### src/sv/irm_pkg.sv
// ----------------------------------------------------------------------------
// irm_pkg - shared definitions for the image rotation mapper
// Field widths, fixed-point format, register indexes, the command beat passed
// from the mapping front end to the frame-store back end, and address helper.
// ----------------------------------------------------------------------------
package irm_pkg;

    localparam int FRAC_BITS   = 14;
    localparam int MAX_DIM     = 256;
    localparam int STORE_DEPTH = 65536;

    localparam int DIM_W   = $clog2(MAX_DIM);
    localparam int ADDR_W  = $clog2(STORE_DEPTH);
    localparam int COORD_W = 9;
    localparam int AFULL_W = COORD_W + DIM_W + 1;
    localparam int TRIG_W  = 16;
    localparam int SIZE_W  = 9;
    localparam int PIX_W   = 24;
    localparam int POS_W   = 11;
    localparam int DEST_W  = 10;

    localparam int CFG_IDX_W  = 2;
    localparam int CFG_DATA_W = 16;

    localparam int S_TDATA_W = 48;
    localparam int M_TDATA_W = 72;

    localparam int QDEPTH = 8;
    localparam int QPTR_W = $clog2(QDEPTH);
    localparam int QCNT_W = QPTR_W + 1;

    localparam logic [CFG_IDX_W-1:0] REG_COS    = 2'd0;
    localparam logic [CFG_IDX_W-1:0] REG_SIN    = 2'd1;
    localparam logic [CFG_IDX_W-1:0] REG_WIDTH  = 2'd2;
    localparam logic [CFG_IDX_W-1:0] REG_HEIGHT = 2'd3;

    localparam logic OP_WRITE = 1'b0;
    localparam logic OP_FETCH = 1'b1;

    localparam logic [PIX_W-1:0] PIX_WHITE = {PIX_W{1'b1}};

    typedef struct packed {
        logic              is_fetch;
        logic              wr_en;
        logic [ADDR_W-1:0] addr;
        logic [PIX_W-1:0]  pix;
        logic              in_src;
        logic [POS_W-1:0]  sx;
        logic [POS_W-1:0]  sy;
        logic [DEST_W-1:0] wd;
        logic [DEST_W-1:0] hd;
    } cmd_t;

    function automatic logic [ADDR_W-1:0] store_addr(input logic [COORD_W-1:0] x,
                                                     input logic [COORD_W-1:0] y);
        logic [AFULL_W-1:0] full;
        full = ({{(AFULL_W-COORD_W){1'b0}}, y} << DIM_W)
             + {{(AFULL_W-COORD_W){1'b0}}, x};
        return full[ADDR_W-1:0];
    endfunction

endpackage

### src/sv/irm_queue.sv
// ----------------------------------------------------------------------------
// irm_queue - command queue between mapping front end and frame-store back end
// Small register FIFO; the front end never pushes beyond its credit.
// ----------------------------------------------------------------------------
module irm_queue (
    input  logic                          aclk,
    input  logic                          aresetn,
    input  logic                          push,
    input  irm_pkg::cmd_t                 push_cmd,
    input  logic                          pop,
    output logic                          head_valid,
    output irm_pkg::cmd_t                 head_cmd,
    output logic [irm_pkg::QCNT_W-1:0]    count
);

    irm_pkg::cmd_t                 entry_reg [irm_pkg::QDEPTH];
    logic [irm_pkg::QPTR_W-1:0]    wr_ptr_reg, rd_ptr_reg;
    logic [irm_pkg::QCNT_W-1:0]    count_reg, count_next;

    always_ff @(posedge aclk) begin
        if (push) begin
            entry_reg[wr_ptr_reg] <= push_cmd;
        end
    end

    always_comb begin
        case ({push, pop})
            2'b10:   count_next = count_reg + 1'b1;
            2'b01:   count_next = count_reg - 1'b1;
            default: count_next = count_reg;
        endcase
    end

    always_ff @(posedge aclk) begin
        if (!aresetn) begin
            wr_ptr_reg <= '0;
            rd_ptr_reg <= '0;
            count_reg  <= '0;
        end else begin
            if (push) begin
                wr_ptr_reg <= wr_ptr_reg + 1'b1;
            end
            if (pop) begin
                rd_ptr_reg <= rd_ptr_reg + 1'b1;
            end
            count_reg <= count_next;
        end
    end

    assign head_valid = (count_reg != '0);
    assign head_cmd   = entry_reg[rd_ptr_reg];
    assign count      = count_reg;

endmodule

### config.mk
export PLATFORM = sky130hd
export DESIGN_NAME = irm_queue
export DESIGN_NICKNAME = d
export VERILOG_FILES = /design/src/sv/irm_pkg.sv /design/src/sv/irm_queue.sv
export SDC_FILE = /design/constraint.sdc
export NUM_CORES = 1
export LEC_CHECK = 0
export BUFFER_PORTS_ARGS = -buffer_cell sky130_fd_sc_hd__buf_4
export CAP_MARGIN = 20
export CORE_MARGIN = 2
export CORE_UTILIZATION = 26
export CTS_CLUSTER_DIAMETER = 60
export DETAILED_ROUTE_END_ITERATION = 16
export PLACE_DENSITY = 0.52
export SLEW_MARGIN = 20
export SYNTH_ARGS = -nofsm -noshare
export SYNTH_HDL_FRONTEND = slang
export SYNTH_SLANG_ARGS = --single-unit
### constraint.sdc
create_clock -name aclk -period 19.3 [get_ports aclk]
set_input_delay 1.93 -clock aclk [delete_from_list [all_inputs] [get_ports aclk]]
set_output_delay 1.93 -clock aclk [all_outputs]
set_load 0.02 [all_outputs]
==> impl_metrics.yaml, run 1 <==
timing:
  max_freq_mhz: 185
  period_needed_ns: 5.42
  skew_ns: 0.0140
  final-hold-violation-count: 0
  worst_pin_slew_ns: 1.00
  slew_headroom_pct: 33.1
  finalSetupTns_ns: 0
  timing.hold.ws_ns: 0.486
  finalMaxSlewViolations: 0
  setup_viol: 0
  rsz0062_at_grt: "false"
  fin_crit_sh_pct: 28.1
cts:
  cts_tree: "yes"
  htree_levels: 3
  cts_sinks: 693
  cts_buffer_depth: 3
  cts_setup_buffers: 0
  postCtsResizedCells: 0
  ctsHoldBuffers: 0
  insertion_delay_ns: 0.62
  cts_buffers: 81
  cts_root_buf: "clkbuf_16"
  clk_pin_slew_ns: 0.05
logic_synthesis:
  synth_edf_count: 680
  synth_top_cell_area_share_pct: 78.1
  ys_ff_latch: 693
  synthTopCellsByArea: "edfxtp_1, mux4_2, mux2_2"
  yosysUniqueCellTypes: 27
  synth_warnings: 0
  synth_area_um2: 26100
  ys_seq_area_share_pct: 79.1
  synthCells: 1051
  avgSynthCellArea_um2: 24.9
  synthFlopType: "edfxtp_1"
  syn_nets: 1145
  synth_area_leader_cell: "edfxtp_1"
  synthArstFlopShare_pct: 0
die:
  ioPinCount: 179
  core_area_um2: 99900
  die_x_um: 321
  rows: 116
  dieArea_um2: 103000
  die_h_um: 321
  start_util_pct: 26.2
pwr:
  fin_total_pwr_mw: 3.45
  p_leak_nw: 9.88
  power_density_nw_per_um2: 109
  ir_drop_mv: 0.0585
final_layout:
  multiInputGateArea_um2: 5220
  regArea_um2: 20700
  layout.nets: 1377
  drive_above_1_share_pct: 42.9
  area_growth_pct: 20.7
  num-fill-cells: 9507
  largest_reg_flops: 680
routing:
  drt_pass1_iterations: 5
  post_drt_wl_per_cell_um: 21.3
  vias: 11500
  drt-initial-drc-count: 737
  viasPerCell: 4.35
  drcViolationCount: 0
  final_antenna_net_count: 0
  routed_wl_um: 56300
critical_path:
  required_ns: 17.37
  startpoint_type: "register"
  arrival_ns: 3.49
  critPathKind: "register to output port"
  setup.worst_path.end_class: "output port"
  worst-path-max-fanout: 44
grt:
  grt_max_degree: 89
  grt_pass1_wl_um: 83600
  antenna_found_initial: 4
  track_usage_pct: 11.1
  first_global_vias: 12800
  grt_overflow: 0
placed_design:
  dp_hpwl_um: 28600
  gp_congestion: 0.666
  io_buffers: 178
min_path:
  hold_path_class: "register to register"
outcome:
  status: "complete, no violations"
run:
  drv_cap: 0
[where the power goes]
part | total [mW] | leakage (nW) | switching, mW | internal (mW)
logic | 0.308 | 2.37 | 0.158 | 0.150
registers | 1.71 | 6.29 | 0.0205 | 1.69
clock network | 1.43 | 1.22 | 0.589 | 0.836
total | 3.45 | 9.88 | 0.768 | 2.68
[cell type report]
cell class	count	area share, %
Tap cell	1298	5.15
Sequential cell	693	65.6
Clock buffer	97	6.69
Inverter	1	0.0119
Clock inverter	47	1.20
Timing Repair Buffer	198	4.79
Multi-Input combinational cell	308	16.5
Antenna cell	1	0.00794
[synth_stat cells, types with 3 or more instances]
cell type / n
and2_1: 6
buf_1: 4
buf_2: 17
buf_6: 11
clkbuf_1: 17
dfxtp_1: 13
edfxtp_1: 680
ha_1: 5
mux2_2: 86
mux2i_1: 4
mux4_2: 170
nand2_1: 6
nand2b_1: 4
nor2_1: 6
nor2b_1: 3
nor3_1: 3
xnor2_1: 3
xor2_1: 4
[layer usage]
layer / vias up / wire, um / GRT usage [%]
met5: - / 52 / 0
met4: 8 / 892 / 3.10
met3: 71 / 3070 / 2.99
met2: 250 / 27800 / 18.1
met1: 6208 / 24500 / 14.4
li1: 4969 / - / -
[kinds of logic (layout without fill, tap and decap cells)]
| family | Yosys count | in the layout | synth area share, % |
|---|---|---|---|
| muxes | 260 | 260 | 18.5 |
| DFF | 693 | 693 | 79.1 |
| adders and majority gates | 5 | 5 | 0.239 |
| buffers and inverters | 50 | 343 | 1.12 |
| other | 0 | 1 | 0 |
| xor gates and xnor gates | 7 | 7 | 0.235 |
| and+or+nand+nor | 31 | 31 | 0.627 |
| AOI/OAI and AO/OA | 5 | 5 | 0.134 |
[path summary, 6_finish.rpt]
| path | start | endpoint | slack (ns) | cells after the start |
|---|---|---|---|---|
| max | register | head_cmd[61] | 13.88 | 4 |
| min | count[3] | count[3] | 0.49 | 2 |
| max reg2reg | wr_ptr_reg[2] | entry_reg[4][58] | 16.69 | 4 |
| min reg2reg | count[3] | count[3] | 0.49 | 2 |
[worst max-delay path, cell delays in order (launching register included)]
cell     delay (ns)
dfxtp_4        0.92
buf_4          0.82
mux4_2         0.60
mux2_2         0.28
buf_4          0.16
[placed cells by master, fill, tap and decap left out, types with 2 or more instances in the layout]
| cell type | instances |
|---|---|
| inv_6 | 7 |
| bufinv_16 | 4 |
| clkbuf_16 | 82 |
| clkinv_4 | 5 |
| xor2_1 | 4 |
| buf_4 | 196 |
| and2_1 | 6 |
| xnor2_1 | 3 |
| ha_1 | 5 |
| nor2b_1 | 3 |
| dfxtp_4 | 3 |
| nor2_4 | 6 |
| nand2_1 | 6 |
| mux2_2 | 86 |
| edfxtp_1 | 680 |
| nand2b_1 | 4 |
| mux4_2 | 170 |
| mux2i_1 | 4 |
| clkbuf_1 | 15 |
| clkinv_1 | 17 |
| dfxtp_1 | 10 |
| clkinv_2 | 11 |
| nor3_2 | 2 |
| buf_12 | 2 |
[stage by stage]
stage	utilization [%]	instance area [um2]	std cells	setup slack, ns
2_1_floorplan	-	26100	1051	10.88
3_3_place_gp	29.1	29000	2498	14.39
3_5_place_dp	29.1	29000	2498	14.36
4_1_cts	31.6	31500	2642	13.64
5_1_grt	31.6	31500	2642	13.48
6_report	31.6	31500	2643	13.88
(Power assumes the default switching activity.)
==> run 2: changes to the inputs <==
ABC_AREA = 1   (was not set)
clock period = 5.45 ns   (was 19.3 ns; I/O delays follow)
==> impl_metrics.yaml, run 2 <==
outcome:
  status: "complete, no violations"
critical_path:
  startpoint_type: "register"
  arrival_ns: 3.01
  cp.buffers_inverters: 2
  slowest_delay_ns: 1.03
  critPathKind: "register to output port"
  required_ns: 4.91
  setup.worst_path.end_class: "output port"
  critPathTopFamily: "flip-flops"
  worst-path-max-fanout: 98
  path_cells: "buf_4 > o21ai_0 > o22ai_1 > nand2_1 > nand2_1 > buf_4"
  slowest_stage: "dfxtp_4"
routing:
  routed_wl_um: 65700
  viasPerCell: 4.47
  post_drt_wl_per_cell_um: 18.2
  drt_pass1_iterations: 5
  drt-initial-drc-count: 1190
  drcViolationCount: 0
  vias: 16100
  final_antenna_net_count: 0
die:
  start_util_pct: 26.2
  core_area_um2: 103000
  dieArea_um2: 107000
  die_x_um: 327
  ioPinCount: 179
  die_h_um: 327
  rows: 118
logic_synthesis:
  synthCells: 1997
  synthTopCellsByCount: "edfxtp_1, nor2_1, o21ai_0"
  ys_ff_latch: 693
  synthFlopType: "edfxtp_1"
  synthArstFlopShare_pct: 0
  synth_most_common_cell: "edfxtp_1"
  synth_area_um2: 27100
  synth_top_cell_area_share_pct: 75.5
  synthTopCellsByArea: "edfxtp_1, o21ai_0, nor2_1"
  synth_edf_count: 680
  yosysUniqueCellTypes: 24
  synth_warnings: 0
  syn_nets: 2091
  ys_seq_area_share_pct: 76.4
  avgSynthCellArea_um2: 13.5
  synth_area_leader_cell: "edfxtp_1"
final_layout:
  area_growth_pct: 20.5
  layout_commonest_cell: "edfxtp_1"
  antenna_cells: 0
  multiInputGateArea_um2: 5690
  drive_above_1_share_pct: 15.3
  final_cell_mix: "edfxtp_1, nor2_1, o21ai_0, nand2_1, buf_4"
  largest_reg_flops: 680
  regArea_um2: 20700
  num-fill-cells: 10200
  layout.nets: 2256
cts:
  ctsHoldBuffers: 0
  postCtsResizedCells: 0
  cts_root_buf: "clkbuf_16"
  cts_buffer_depth: 3
  cts_sinks: 693
  cts_setup_buffers: 0
  htree_levels: 3
  cts_tree: "yes"
  cts_buffers: 82
  insertion_delay_ns: 0.63
  clk_pin_slew_ns: 0.06
pwr:
  p_leak_nw: 11.0
  fin_total_pwr_mw: 12.8
  ir_drop_mv: 0.212
  power_density_nw_per_um2: 391
grt:
  grt_max_degree: 186
  grt_pass1_wl_um: 98600
  first_global_vias: 16600
  track_usage_pct: 12.1
  grt_overflow: 0
  antenna_found_initial: 6
timing:
  rsz0062_at_grt: "false"
  final-hold-violation-count: 0
  fin_crit_sh_pct: 65.2
  max_freq_mhz: 281
  setup_viol: 0
  period_needed_ns: 3.55
  finalSetupTns_ns: 0
  slew_headroom_pct: 18.1
  worst_pin_slew_ns: 1.23
  skew_ns: 0.0253
  finalMaxSlewViolations: 0
placed_design:
  io_buffers: 178
  dp_hpwl_um: 33300
  gp_congestion: 0.716
run:
  drv_cap: 0
min_path:
  hold_path_class: "primary input to register"
==> run 2: metal layers <==
metal / up-vias / wire, um / global-route usage, %
met3: 119 / 3310 / 2.69
met1: 8067 / 27500 / 14.5
met2: 328 / 33100 / 21.2
met4: 12 / 1670 / 4.52
met5: - / 87 / 0
li1: 7617 / - / -
==> run 2: layout make-up <==
type                       count  area share, %
inverter                      17          0.223
multi-input combinational   1164           17.5
timing repair buffer         204           5.08
sequential                   693           63.5
clock buffer                  95           6.58
tap                         1380           5.30
clock inverter                58           1.88
==> run 2: stage by stage <==
step	instance area, um2	hold slack (ns)	std cells	setup slack, ns	utilization [%]
final	32600	0.141	3611	1.90	31.5
after global routing	32600	0.103	3611	1.61	31.5
after CTS	32600	0.0864	3611	1.81	31.5
after detailed placement	29800	0.505	3458	2.51	28.9
after global placement	29800	0.500	3458	2.50	28.9
after floorplan	27100	0.470	1997	0.435	-
==> run 2: cell families after synthesis <==
kind of cell | count (synthesis) | synth area share (%)
and+or+nand+nor | 629 | 8.76
buffers and inverters | 140 | 2.75
xor gates and xnor gates | 3 | 0.0971
muxes | 85 | 3.14
adders and majority gates | 5 | 0.231
DFF | 693 | 76.4
AOI/OAI and AO/OA | 442 | 8.57
==> run 2: power by group <==
group | switching (mW) | internal (mW) | total, mW | leakage [nW]
Clock | 2.20 | 3.29 | 5.49 | 1.34
Sequential | 0.0522 | 5.98 | 6.03 | 6.29
Combinational | 0.807 | 0.423 | 1.23 | 3.41
Total | 3.06 | 9.69 | 12.8 | 11.0
==> run 2: worst reg2reg max path: stages (launching register included) <==
cell and delay, ns:
dfxtp_1 0.33, or2_2 0.41, nor2_4 0.79, buf_12 0.37
==> run 2: worst paths after layout <==
check / startpoint / end / slack [ns] / depth (start not counted)
min reg2reg: wr_ptr_reg[0] / wr_ptr_reg[0] / 0.52 / 2
min: push_cmd[58] / entry_reg[7][58] / 0.14 / 1
max: register / head_cmd[17] / 1.90 / 6
max reg2reg: wr_ptr_reg[0] / entry_reg[2][60] / 3.11 / 3
