[config.mk]
export PLATFORM = sky130hd
export DESIGN_NAME = irm_front
export DESIGN_NICKNAME = d
export VERILOG_FILES = /design/src/sv/irm_pkg.sv /design/src/sv/irm_front.sv
export SDC_FILE = /design/constraint.sdc
export NUM_CORES = 2
export LEC_CHECK = 0
export ABC_AREA = 1
export BUFFER_PORTS_ARGS = -buffer_cell sky130_fd_sc_hd__buf_4
export CAP_MARGIN = 20
export CELL_PAD_IN_SITES_DETAIL_PLACEMENT = 1
export CELL_PAD_IN_SITES_GLOBAL_PLACEMENT = 2
export CORE_MARGIN = 3
export CORE_UTILIZATION = 31
export CTS_CLUSTER_SIZE = 30
export DETAILED_ROUTE_END_ITERATION = 8
export MAX_ROUTING_LAYER = met4
export PLACE_DENSITY = 0.77
export SYNTH_ARGS = -nofsm -noshare
export SYNTH_HDL_FRONTEND = slang
export SYNTH_SLANG_ARGS = --single-unit
[constraint.sdc]
create_clock -name aclk -period 6 [get_ports aclk]
set_clock_uncertainty 0.1 [all_clocks]
set_input_delay 1.2 -clock aclk [delete_from_list [all_inputs] [get_ports aclk]]
set_output_delay 1.2 -clock aclk [all_outputs]
set_load 0.01 [all_outputs]
[src/sv/irm_pkg.sv]
// ----------------------------------------------------------------------------
// irm_pkg - shared definitions for the image rotation mapper
// Field widths, fixed-point format, register indexes, the command beat passed
// from the mapping front end to the frame-store back end, and address helper.
// ----------------------------------------------------------------------------
package irm_pkg;

    localparam int FRAC_BITS   = 14;
    localparam int MAX_DIM     = 256;
    localparam int STORE_DEPTH = 65536;

    localparam int DIM_W   = $clog2(MAX_DIM);
    localparam int ADDR_W  = $clog2(STORE_DEPTH);
    localparam int COORD_W = 9;
    localparam int AFULL_W = COORD_W + DIM_W + 1;
    localparam int TRIG_W  = 16;
    localparam int SIZE_W  = 9;
    localparam int PIX_W   = 24;
    localparam int POS_W   = 11;
    localparam int DEST_W  = 10;

    localparam int CFG_IDX_W  = 2;
    localparam int CFG_DATA_W = 16;

    localparam int S_TDATA_W = 48;
    localparam int M_TDATA_W = 72;

    localparam int QDEPTH = 8;
    localparam int QPTR_W = $clog2(QDEPTH);
    localparam int QCNT_W = QPTR_W + 1;

    localparam logic [CFG_IDX_W-1:0] REG_COS    = 2'd0;
    localparam logic [CFG_IDX_W-1:0] REG_SIN    = 2'd1;
    localparam logic [CFG_IDX_W-1:0] REG_WIDTH  = 2'd2;
    localparam logic [CFG_IDX_W-1:0] REG_HEIGHT = 2'd3;

    localparam logic OP_WRITE = 1'b0;
    localparam logic OP_FETCH = 1'b1;

    localparam logic [PIX_W-1:0] PIX_WHITE = {PIX_W{1'b1}};

    typedef struct packed {
        logic              is_fetch;
        logic              wr_en;
        logic [ADDR_W-1:0] addr;
        logic [PIX_W-1:0]  pix;
        logic              in_src;
        logic [POS_W-1:0]  sx;
        logic [POS_W-1:0]  sy;
        logic [DEST_W-1:0] wd;
        logic [DEST_W-1:0] hd;
    } cmd_t;

    function automatic logic [ADDR_W-1:0] store_addr(input logic [COORD_W-1:0] x,
                                                     input logic [COORD_W-1:0] y);
        logic [AFULL_W-1:0] full;
        full = ({{(AFULL_W-COORD_W){1'b0}}, y} << DIM_W)
             + {{(AFULL_W-COORD_W){1'b0}}, x};
        return full[ADDR_W-1:0];
    endfunction

endpackage

[src/sv/irm_front.sv]
// ----------------------------------------------------------------------------
// irm_front - configuration registers and inverse-mapping pipeline
// Accepts input beats, checks write bounds, derives destination size and maps
// fetch coordinates back to the source through five register stages. Input
// is admitted only while the command queue has room for every beat in flight.
// ----------------------------------------------------------------------------
module irm_front (
    input  logic                             aclk,
    input  logic                             aresetn,
    input  logic                             cfg_wr_en,
    input  logic [irm_pkg::CFG_IDX_W-1:0]    cfg_index,
    input  logic [irm_pkg::CFG_DATA_W-1:0]   cfg_wdata,
    input  logic                             s_tvalid,
    output logic                             s_tready,
    input  logic [irm_pkg::S_TDATA_W-1:0]    s_tdata,
    input  logic                             s_tuser,
    input  logic [irm_pkg::QCNT_W-1:0]       q_count,
    output logic                             q_push,
    output irm_pkg::cmd_t                    q_cmd
);

    localparam int DPROD_W = irm_pkg::SIZE_W + irm_pkg::TRIG_W;
    localparam int DSUM_W  = DPROD_W + 1;
    localparam int DCEIL_W = DSUM_W - irm_pkg::FRAC_BITS;
    localparam int DELTA_W = irm_pkg::COORD_W + 2;
    localparam int PROD_W  = irm_pkg::TRIG_W + DELTA_W;
    localparam int SUM_W   = PROD_W + 1;
    localparam int CEIL_W  = SUM_W - irm_pkg::FRAC_BITS;
    localparam int DEST_MAX  = (1 << irm_pkg::DEST_W) - 1;
    localparam int ROUND_ADD = (1 << irm_pkg::FRAC_BITS) - 1;

    typedef struct packed {
        logic                         op;
        logic                         wr_en;
        logic [irm_pkg::ADDR_W-1:0]   addr;
        logic [irm_pkg::PIX_W-1:0]    pix;
    } carry_t;

    logic signed [irm_pkg::TRIG_W-1:0] cos_reg, sin_reg;
    logic [irm_pkg::SIZE_W-1:0]        width_reg, height_reg;
    logic [irm_pkg::SIZE_W-1:0]        w_eff, h_eff;
    logic [irm_pkg::TRIG_W-1:0]        abs_cos, abs_sin;

    logic [DPROD_W-1:0]         dp_wc_reg, dp_hs_reg, dp_ws_reg, dp_hc_reg;
    logic [irm_pkg::SIZE_W-1:0] half_w_reg, half_h_reg;
    logic [DSUM_W-1:0]          wd_sum, hd_sum;
    logic [DCEIL_W-1:0]         wd_ceil, hd_ceil;
    logic [irm_pkg::DEST_W-1:0] wd_reg, hd_reg;
    logic [SUM_W-1:0]           offx_reg, offy_reg;

    logic                          accept;
    logic                          v1_reg, v2_reg, v3_reg, v4_reg, v5_reg;
    logic                          op1_reg;
    logic [irm_pkg::COORD_W-1:0]   x1_reg, y1_reg, x2_reg, y2_reg;
    logic [irm_pkg::PIX_W-1:0]     pix1_reg;
    carry_t                        c2_reg, c3_reg, c4_reg, c5_reg;
    logic signed [DELTA_W-1:0]     di3_reg, dj3_reg;
    logic signed [PROD_W-1:0]      pcx4_reg, psy4_reg, psx4_reg, pcy4_reg;
    logic signed [SUM_W-1:0]       sumx, sumy;
    logic signed [CEIL_W-1:0]      bx5_reg, by5_reg;
    logic [irm_pkg::DEST_W-1:0]    wd3_reg, hd3_reg, wd4_reg, hd4_reg, wd5_reg, hd5_reg;
    logic [2:0]                    inflight;
    logic                          is_fetch, inside_x, inside_y;

    function automatic logic [irm_pkg::POS_W-1:0] sat_pos(input logic signed [CEIL_W-1:0] v);
        logic [CEIL_W-irm_pkg::POS_W:0] top;
        top = v[CEIL_W-1:irm_pkg::POS_W-1];
        if ((&top) || !(|top)) begin
            return v[irm_pkg::POS_W-1:0];
        end else if (v[CEIL_W-1]) begin
            return {1'b1, {(irm_pkg::POS_W-1){1'b0}}};
        end else begin
            return {1'b0, {(irm_pkg::POS_W-1){1'b1}}};
        end
    endfunction

    // configuration registers
    always_ff @(posedge aclk) begin
        if (!aresetn) begin
            cos_reg    <= irm_pkg::TRIG_W'(1 << irm_pkg::FRAC_BITS);
            sin_reg    <= '0;
            width_reg  <= irm_pkg::SIZE_W'(256);
            height_reg <= irm_pkg::SIZE_W'(256);
        end else if (cfg_wr_en) begin
            unique case (cfg_index)
                irm_pkg::REG_COS:    cos_reg    <= cfg_wdata[irm_pkg::TRIG_W-1:0];
                irm_pkg::REG_SIN:    sin_reg    <= cfg_wdata[irm_pkg::TRIG_W-1:0];
                irm_pkg::REG_WIDTH:  width_reg  <= cfg_wdata[irm_pkg::SIZE_W-1:0];
                irm_pkg::REG_HEIGHT: height_reg <= cfg_wdata[irm_pkg::SIZE_W-1:0];
                default: ;
            endcase
        end
    end

    assign w_eff = (width_reg > irm_pkg::SIZE_W'(irm_pkg::MAX_DIM))
                 ? irm_pkg::SIZE_W'(irm_pkg::MAX_DIM) : width_reg;
    assign h_eff = (height_reg > irm_pkg::SIZE_W'(irm_pkg::MAX_DIM))
                 ? irm_pkg::SIZE_W'(irm_pkg::MAX_DIM) : height_reg;
    assign abs_cos = cos_reg[irm_pkg::TRIG_W-1] ? irm_pkg::TRIG_W'(-cos_reg) : cos_reg;
    assign abs_sin = sin_reg[irm_pkg::TRIG_W-1] ? irm_pkg::TRIG_W'(-sin_reg) : sin_reg;

    // destination size and centering offsets, two stages behind the registers
    always_ff @(posedge aclk) begin
        dp_wc_reg  <= {{irm_pkg::TRIG_W{1'b0}}, w_eff} * {{irm_pkg::SIZE_W{1'b0}}, abs_cos};
        dp_hs_reg  <= {{irm_pkg::TRIG_W{1'b0}}, h_eff} * {{irm_pkg::SIZE_W{1'b0}}, abs_sin};
        dp_ws_reg  <= {{irm_pkg::TRIG_W{1'b0}}, w_eff} * {{irm_pkg::SIZE_W{1'b0}}, abs_sin};
        dp_hc_reg  <= {{irm_pkg::TRIG_W{1'b0}}, h_eff} * {{irm_pkg::SIZE_W{1'b0}}, abs_cos};
        half_w_reg <= w_eff >> 1;
        half_h_reg <= h_eff >> 1;
    end

    assign wd_sum  = {1'b0, dp_wc_reg} + {1'b0, dp_hs_reg} + DSUM_W'(ROUND_ADD);
    assign hd_sum  = {1'b0, dp_ws_reg} + {1'b0, dp_hc_reg} + DSUM_W'(ROUND_ADD);
    assign wd_ceil = wd_sum[DSUM_W-1:irm_pkg::FRAC_BITS];
    assign hd_ceil = hd_sum[DSUM_W-1:irm_pkg::FRAC_BITS];

    always_ff @(posedge aclk) begin
        wd_reg   <= (wd_ceil > DCEIL_W'(DEST_MAX)) ? irm_pkg::DEST_W'(DEST_MAX)
                                                  : wd_ceil[irm_pkg::DEST_W-1:0];
        hd_reg   <= (hd_ceil > DCEIL_W'(DEST_MAX)) ? irm_pkg::DEST_W'(DEST_MAX)
                                                  : hd_ceil[irm_pkg::DEST_W-1:0];
        offx_reg <= ({{(SUM_W-irm_pkg::SIZE_W){1'b0}}, half_w_reg} << irm_pkg::FRAC_BITS)
                  + SUM_W'(ROUND_ADD);
        offy_reg <= ({{(SUM_W-irm_pkg::SIZE_W){1'b0}}, half_h_reg} << irm_pkg::FRAC_BITS)
                  + SUM_W'(ROUND_ADD);
    end

    // admission by credit: every beat in flight has a queue slot
    assign inflight = {2'b0, v1_reg} + {2'b0, v2_reg} + {2'b0, v3_reg}
                    + {2'b0, v4_reg} + {2'b0, v5_reg};
    assign s_tready = ({1'b0, inflight} + q_count) < irm_pkg::QCNT_W'(irm_pkg::QDEPTH);
    assign accept   = s_tvalid && s_tready;

    always_ff @(posedge aclk) begin
        if (!aresetn) begin
            v1_reg <= 1'b0;
            v2_reg <= 1'b0;
            v3_reg <= 1'b0;
            v4_reg <= 1'b0;
            v5_reg <= 1'b0;
        end else begin
            v1_reg <= accept;
            v2_reg <= v1_reg;
            v3_reg <= v2_reg;
            v4_reg <= v3_reg;
            v5_reg <= v4_reg;
        end
    end

    always_ff @(posedge aclk) begin
        // stage 1: capture beat
        op1_reg  <= s_tuser;
        x1_reg   <= s_tdata[irm_pkg::COORD_W-1:0];
        y1_reg   <= s_tdata[2*irm_pkg::COORD_W-1:irm_pkg::COORD_W];
        pix1_reg <= s_tdata[2*irm_pkg::COORD_W+irm_pkg::PIX_W-1:2*irm_pkg::COORD_W];
        // stage 2: write bounds and address
        c2_reg.op    <= op1_reg;
        c2_reg.wr_en <= (x1_reg < w_eff) && (y1_reg < h_eff);
        c2_reg.addr  <= irm_pkg::store_addr(x1_reg, y1_reg);
        c2_reg.pix   <= pix1_reg;
        x2_reg       <= x1_reg;
        y2_reg       <= y1_reg;
        // stage 3: offsets from destination center
        c3_reg  <= c2_reg;
        di3_reg <= $signed({2'b00, x2_reg}) - $signed({2'b00, wd_reg[irm_pkg::DEST_W-1:1]});
        dj3_reg <= $signed({2'b00, y2_reg}) - $signed({2'b00, hd_reg[irm_pkg::DEST_W-1:1]});
        wd3_reg <= wd_reg;
        hd3_reg <= hd_reg;
        // stage 4: rotation products
        c4_reg   <= c3_reg;
        pcx4_reg <= cos_reg * di3_reg;
        psy4_reg <= sin_reg * dj3_reg;
        psx4_reg <= sin_reg * di3_reg;
        pcy4_reg <= cos_reg * dj3_reg;
        wd4_reg  <= wd3_reg;
        hd4_reg  <= hd3_reg;
        // stage 5: sum and ceiling
        c5_reg  <= c4_reg;
        bx5_reg <= sumx[SUM_W-1:irm_pkg::FRAC_BITS];
        by5_reg <= sumy[SUM_W-1:irm_pkg::FRAC_BITS];
        wd5_reg <= wd4_reg;
        hd5_reg <= hd4_reg;
    end

    assign sumx = SUM_W'(pcx4_reg) + SUM_W'(psy4_reg) + $signed(offx_reg);
    assign sumy = SUM_W'(pcy4_reg) - SUM_W'(psx4_reg) + $signed(offy_reg);

    assign is_fetch = (c5_reg.op == irm_pkg::OP_FETCH);
    assign inside_x = !bx5_reg[CEIL_W-1]
                   && (bx5_reg[CEIL_W-2:0] < {{(CEIL_W-1-irm_pkg::SIZE_W){1'b0}}, w_eff});
    assign inside_y = !by5_reg[CEIL_W-1]
                   && (by5_reg[CEIL_W-2:0] < {{(CEIL_W-1-irm_pkg::SIZE_W){1'b0}}, h_eff});

    assign q_push = v5_reg;

    always_comb begin
        q_cmd.is_fetch = is_fetch;
        q_cmd.wr_en    = c5_reg.wr_en;
        q_cmd.addr     = is_fetch ? irm_pkg::store_addr(bx5_reg[irm_pkg::COORD_W-1:0],
                                                        by5_reg[irm_pkg::COORD_W-1:0])
                                  : c5_reg.addr;
        q_cmd.pix      = c5_reg.pix;
        q_cmd.in_src   = is_fetch && inside_x && inside_y;
        q_cmd.sx       = is_fetch ? sat_pos(bx5_reg) : '0;
        q_cmd.sy       = is_fetch ? sat_pos(by5_reg) : '0;
        q_cmd.wd       = wd5_reg;
        q_cmd.hd       = hd5_reg;
    end

endmodule

==> results.py <==
metrics = {
    "power": {
        "p_sw_frac": 0.5231,
        "worst_ir_drop_vdd_v": 0.0003780,
        "internal_power_w": 0.01674,
        "pwr-share-comb": 0.686,
        "switching_power_w": 0.01836,
        "pwr-share-clk": 0.143,
        "finalPower_w": 0.03510,
        "p_seq_frac": 0.171,
        "power_leakage_nw": 41.60,
        "power_density_mw_per_mm2": 458.0,
    },
    "hold_path": {
        "hp-start": "half_h_reg[4]$_DFF_P_",
        "hold_path_end": "offy_reg[18]$_DFF_P_",
        "worstHoldPathCells": 0,
        "hold_class": "reg -> reg",
    },
    "yosys": {
        "synth_edf_count": 0,
        "syn-cell-area_mm2": 0.06835,
        "ys_seq_elements": 640,
        "postSynthCellCount": 8685,
        "synth_nets": 10420,
        "ys.flop_type": "dfxtp_1",
        "ys_seq_area_frac": 0.1874,
        "ys_types": 51,
        "avgSynthCellArea_um2": 7.870,
        "yosys_warnings": 0,
        "synthArstFlopShare": 0,
    },
    "clock_network": {
        "clk_latency_ns": 0.72,
        "ctsLongestPathBuffers": 3,
        "cts_inserted_buffers": 77,
        "cts_tree": "built",
        "h-tree-depth": 3,
        "root_buffer": "clkbuf_16",
        "cts_sinks": 640,
        "clkTransAtPathRegs_ns": 0.07,
        "cts_hold_buffers": 0,
    },
    "die": {
        "io_pins": 162,
        "rows": 171,
        "floorplan.die_area_mm2": 0.2262,
        "die_y_um": 475.6,
        "die_x_um": 475.6,
        "core_mm2": 0.2182,
        "initial_utilization": 0.3132,
    },
    "drt": {
        "wl_per_cell_um": 18.29,
        "drt-initial-drc-count": 2221,
        "drt-total-wl_mm": 215.3,
        "postRouteAntennaNets": 0,
        "avgViaCountPerCell": 4.660,
        "via_count": 54870,
        "drcViolationCount": 0,
        "drt_pass1_iterations": 5,
    },
    "setup_path": {
        "r2r-end": "dp_hs_reg[24]$_DFF_P_",
        "worstSetupPathType": "reg -> reg",
        "rr_worst_depth": 24,
        "r2r_setup_slack_ns": 0.31,
        "r2r_start": "sin_reg[1]$_SDFFE_PN0P_",
        "worstPathArrival_ns": 6.21,
        "worst_setup_path_end_kind": "flip-flop",
        "cp_max_fo": 12,
        "required_ns": 6.51,
        "start_kind": "flip-flop",
    },
    "sta": {
        "max_slew_margin": 0.2668,
        "slew_violations": 0,
        "period_minus_slack_ns": 5.694,
        "fmax_mhz": 175.6,
        "fin_crit_sh": 0.9491,
        "tightest_slew_ns": 1.091,
        "hold_viol_final": 0,
        "setup_viol": 0,
    },
    "global_routing": {
        "antenna_found_initial": 3,
        "globalRouteOverflowTotal": 0,
        "grt_pass1_wl_mm": 343.7,
        "grt_util_met2": 0.3411,
        "grt_pass1_vias": 60870,
        "use_met3": 0.02322,
        "top_usage_layer": "met2",
        "grt_max_degree": 55,
        "grt_use_met1": 0.2418,
        "grt_util_all_layers": 0.1995,
    },
    "finish": {
        "layout_commonest_cell": "inv_1",
        "drive_gt1_frac": 0.07088,
        "layout.nets": 10590,
        "mostFrequentLayoutCells": "2,132 x inv_1, 1,804 x nand2_1, 973 x fa_1",
        "area_growth_pct": 12.14,
        "fill_cells": 26390,
        "final_area_mm2": 0.07665,
    },
    "outcome": {
        "status": "completed",
    },
    "run": {
        "cap_violations": 0,
    },
    "placed_design": {
        "hpwl_mm": 182.5,
        "dpl_cell_area_mm2": 0.07360,
        "port_buffers": 155,
        "gp_congestion": 0.8986,
    },
}
==> power groups by stage <==
stage	Combinational (W)	Sequential, W	Clock, W
detailed placement	0.0243	0.00609	0
global route	0.0277	0.00609	0.00538
CTS	0.0246	0.00602	0.00519
global placement	0.0240	0.00608	0
floorplan	0.0166	0.00577	0
finish	0.0241	0.00599	0.00502
==> cells in the mapped netlist (all sizes together), types with 77 or more instances <==
cell | number | area, um2
a21oi | 398 | 1992
buf | 77 | 484.2
clkbuf | 183 | 686.9
dfxtp | 640 | 12810
fa | 973 | 19480
ha | 684 | 8558
inv | 2149 | 8066
nand2 | 1828 | 6924
nand3 | 249 | 1261
nand4 | 86 | 544.3
nor2 | 748 | 3048
o21ai | 245 | 1226
xor2 | 141 | 1242
==> critical path, stage by stage (launching register included) <==
cell and delay, ns:
dfxtp_1 0.31, inv_1 0.12, ha_1 0.18, nand2_1 0.08
nor2_2 0.14, nand2_1 0.12, nor3_2 0.23, or2_1 0.17
xor2_2 0.16, buf_4 0.31, nor2_1 0.11, fa_1 0.52
fa_1 0.51, fa_1 0.51, inv_1 0.05, fa_1 0.47
inv_1 0.04, ha_1 0.35, inv_1 0.07, o21ai_0 0.41
a21boi_1 0.17, nand2_1 0.13, nand2_1 0.06, nand3_1 0.10
xor2_1 0.15
==> worst max path at each step <==
stage,depth (start not counted),from,end
after floorplan,26,sin_reg[0]$_SDFFE_PN0P_,dp_ws_reg[15]$_DFF_P_
after global placement,26,sin_reg[1]$_SDFFE_PN0P_,dp_hs_reg[24]$_DFF_P_
after detailed placement,24,sin_reg[1]$_SDFFE_PN0P_,dp_ws_reg[18]$_DFF_P_
after CTS,26,sin_reg[1]$_SDFFE_PN0P_,dp_hs_reg[24]$_DFF_P_
after global routing,26,sin_reg[1]$_SDFFE_PN0P_,dp_ws_reg[21]$_DFF_P_
final,24,sin_reg[1]$_SDFFE_PN0P_,dp_hs_reg[24]$_DFF_P_
==> per-stage QoR <==
step	hold WS, ns	cells	util	setup WS [ns]	setup TNS, ns
floorplan	0.2096	8685	-	0.5632	0
global placement	0.2095	11630	0.3372	0.1682	0
detailed placement	0.2132	11630	0.3372	0.06993	0
CTS	0.2069	11770	0.3498	0.002627	0
global route	0.2243	11770	0.3512	-0.01807	-0.05487
finish	0.2104	11770	0.3512	0.3057	0
==> routing by layer <==
metal  wire length, um  up-vias
met5                 0        -
met3              7590      261
li1                  -    26150
met4              8654        0
met2            106500      705
met1             92520    27760
==> logic make-up after synthesis <==
kind of cell / Yosys count / share of synthesized area
AOI/OAI and AO/OA: 755 / 0.05918
xor gates and xnor gates: 205 / 0.02638
adders and majority gates: 1657 / 0.4102
buffers and inverters: 2417 / 0.1356
DFF: 640 / 0.1874
and+or+nand+nor: 3011 / 0.1812
==> final cells by class <==
type	count	area, um2	share of cell area
Timing Repair Buffer	350	2882	0.03759
Clock buffer	95	2106	0.02747
Clock inverter	46	628.1	0.008195
Multi-Input combinational cell	5628	46530	0.6071
Sequential cell	640	12810	0.1672
Antenna cell	3	7.507	0.00009794
Tap cell	2854	3571	0.04659
Inverter	2157	8108	0.1058
==> repair_timing <==
action | CTS | global route
resized for setup | 0 | 76
endpoints found under the setup margin | 0 | 48
endpoints found under the hold margin | 0 | 0
setup buffers | 0 | 3
No activity file was read; power rests on OpenSTA's default activity.
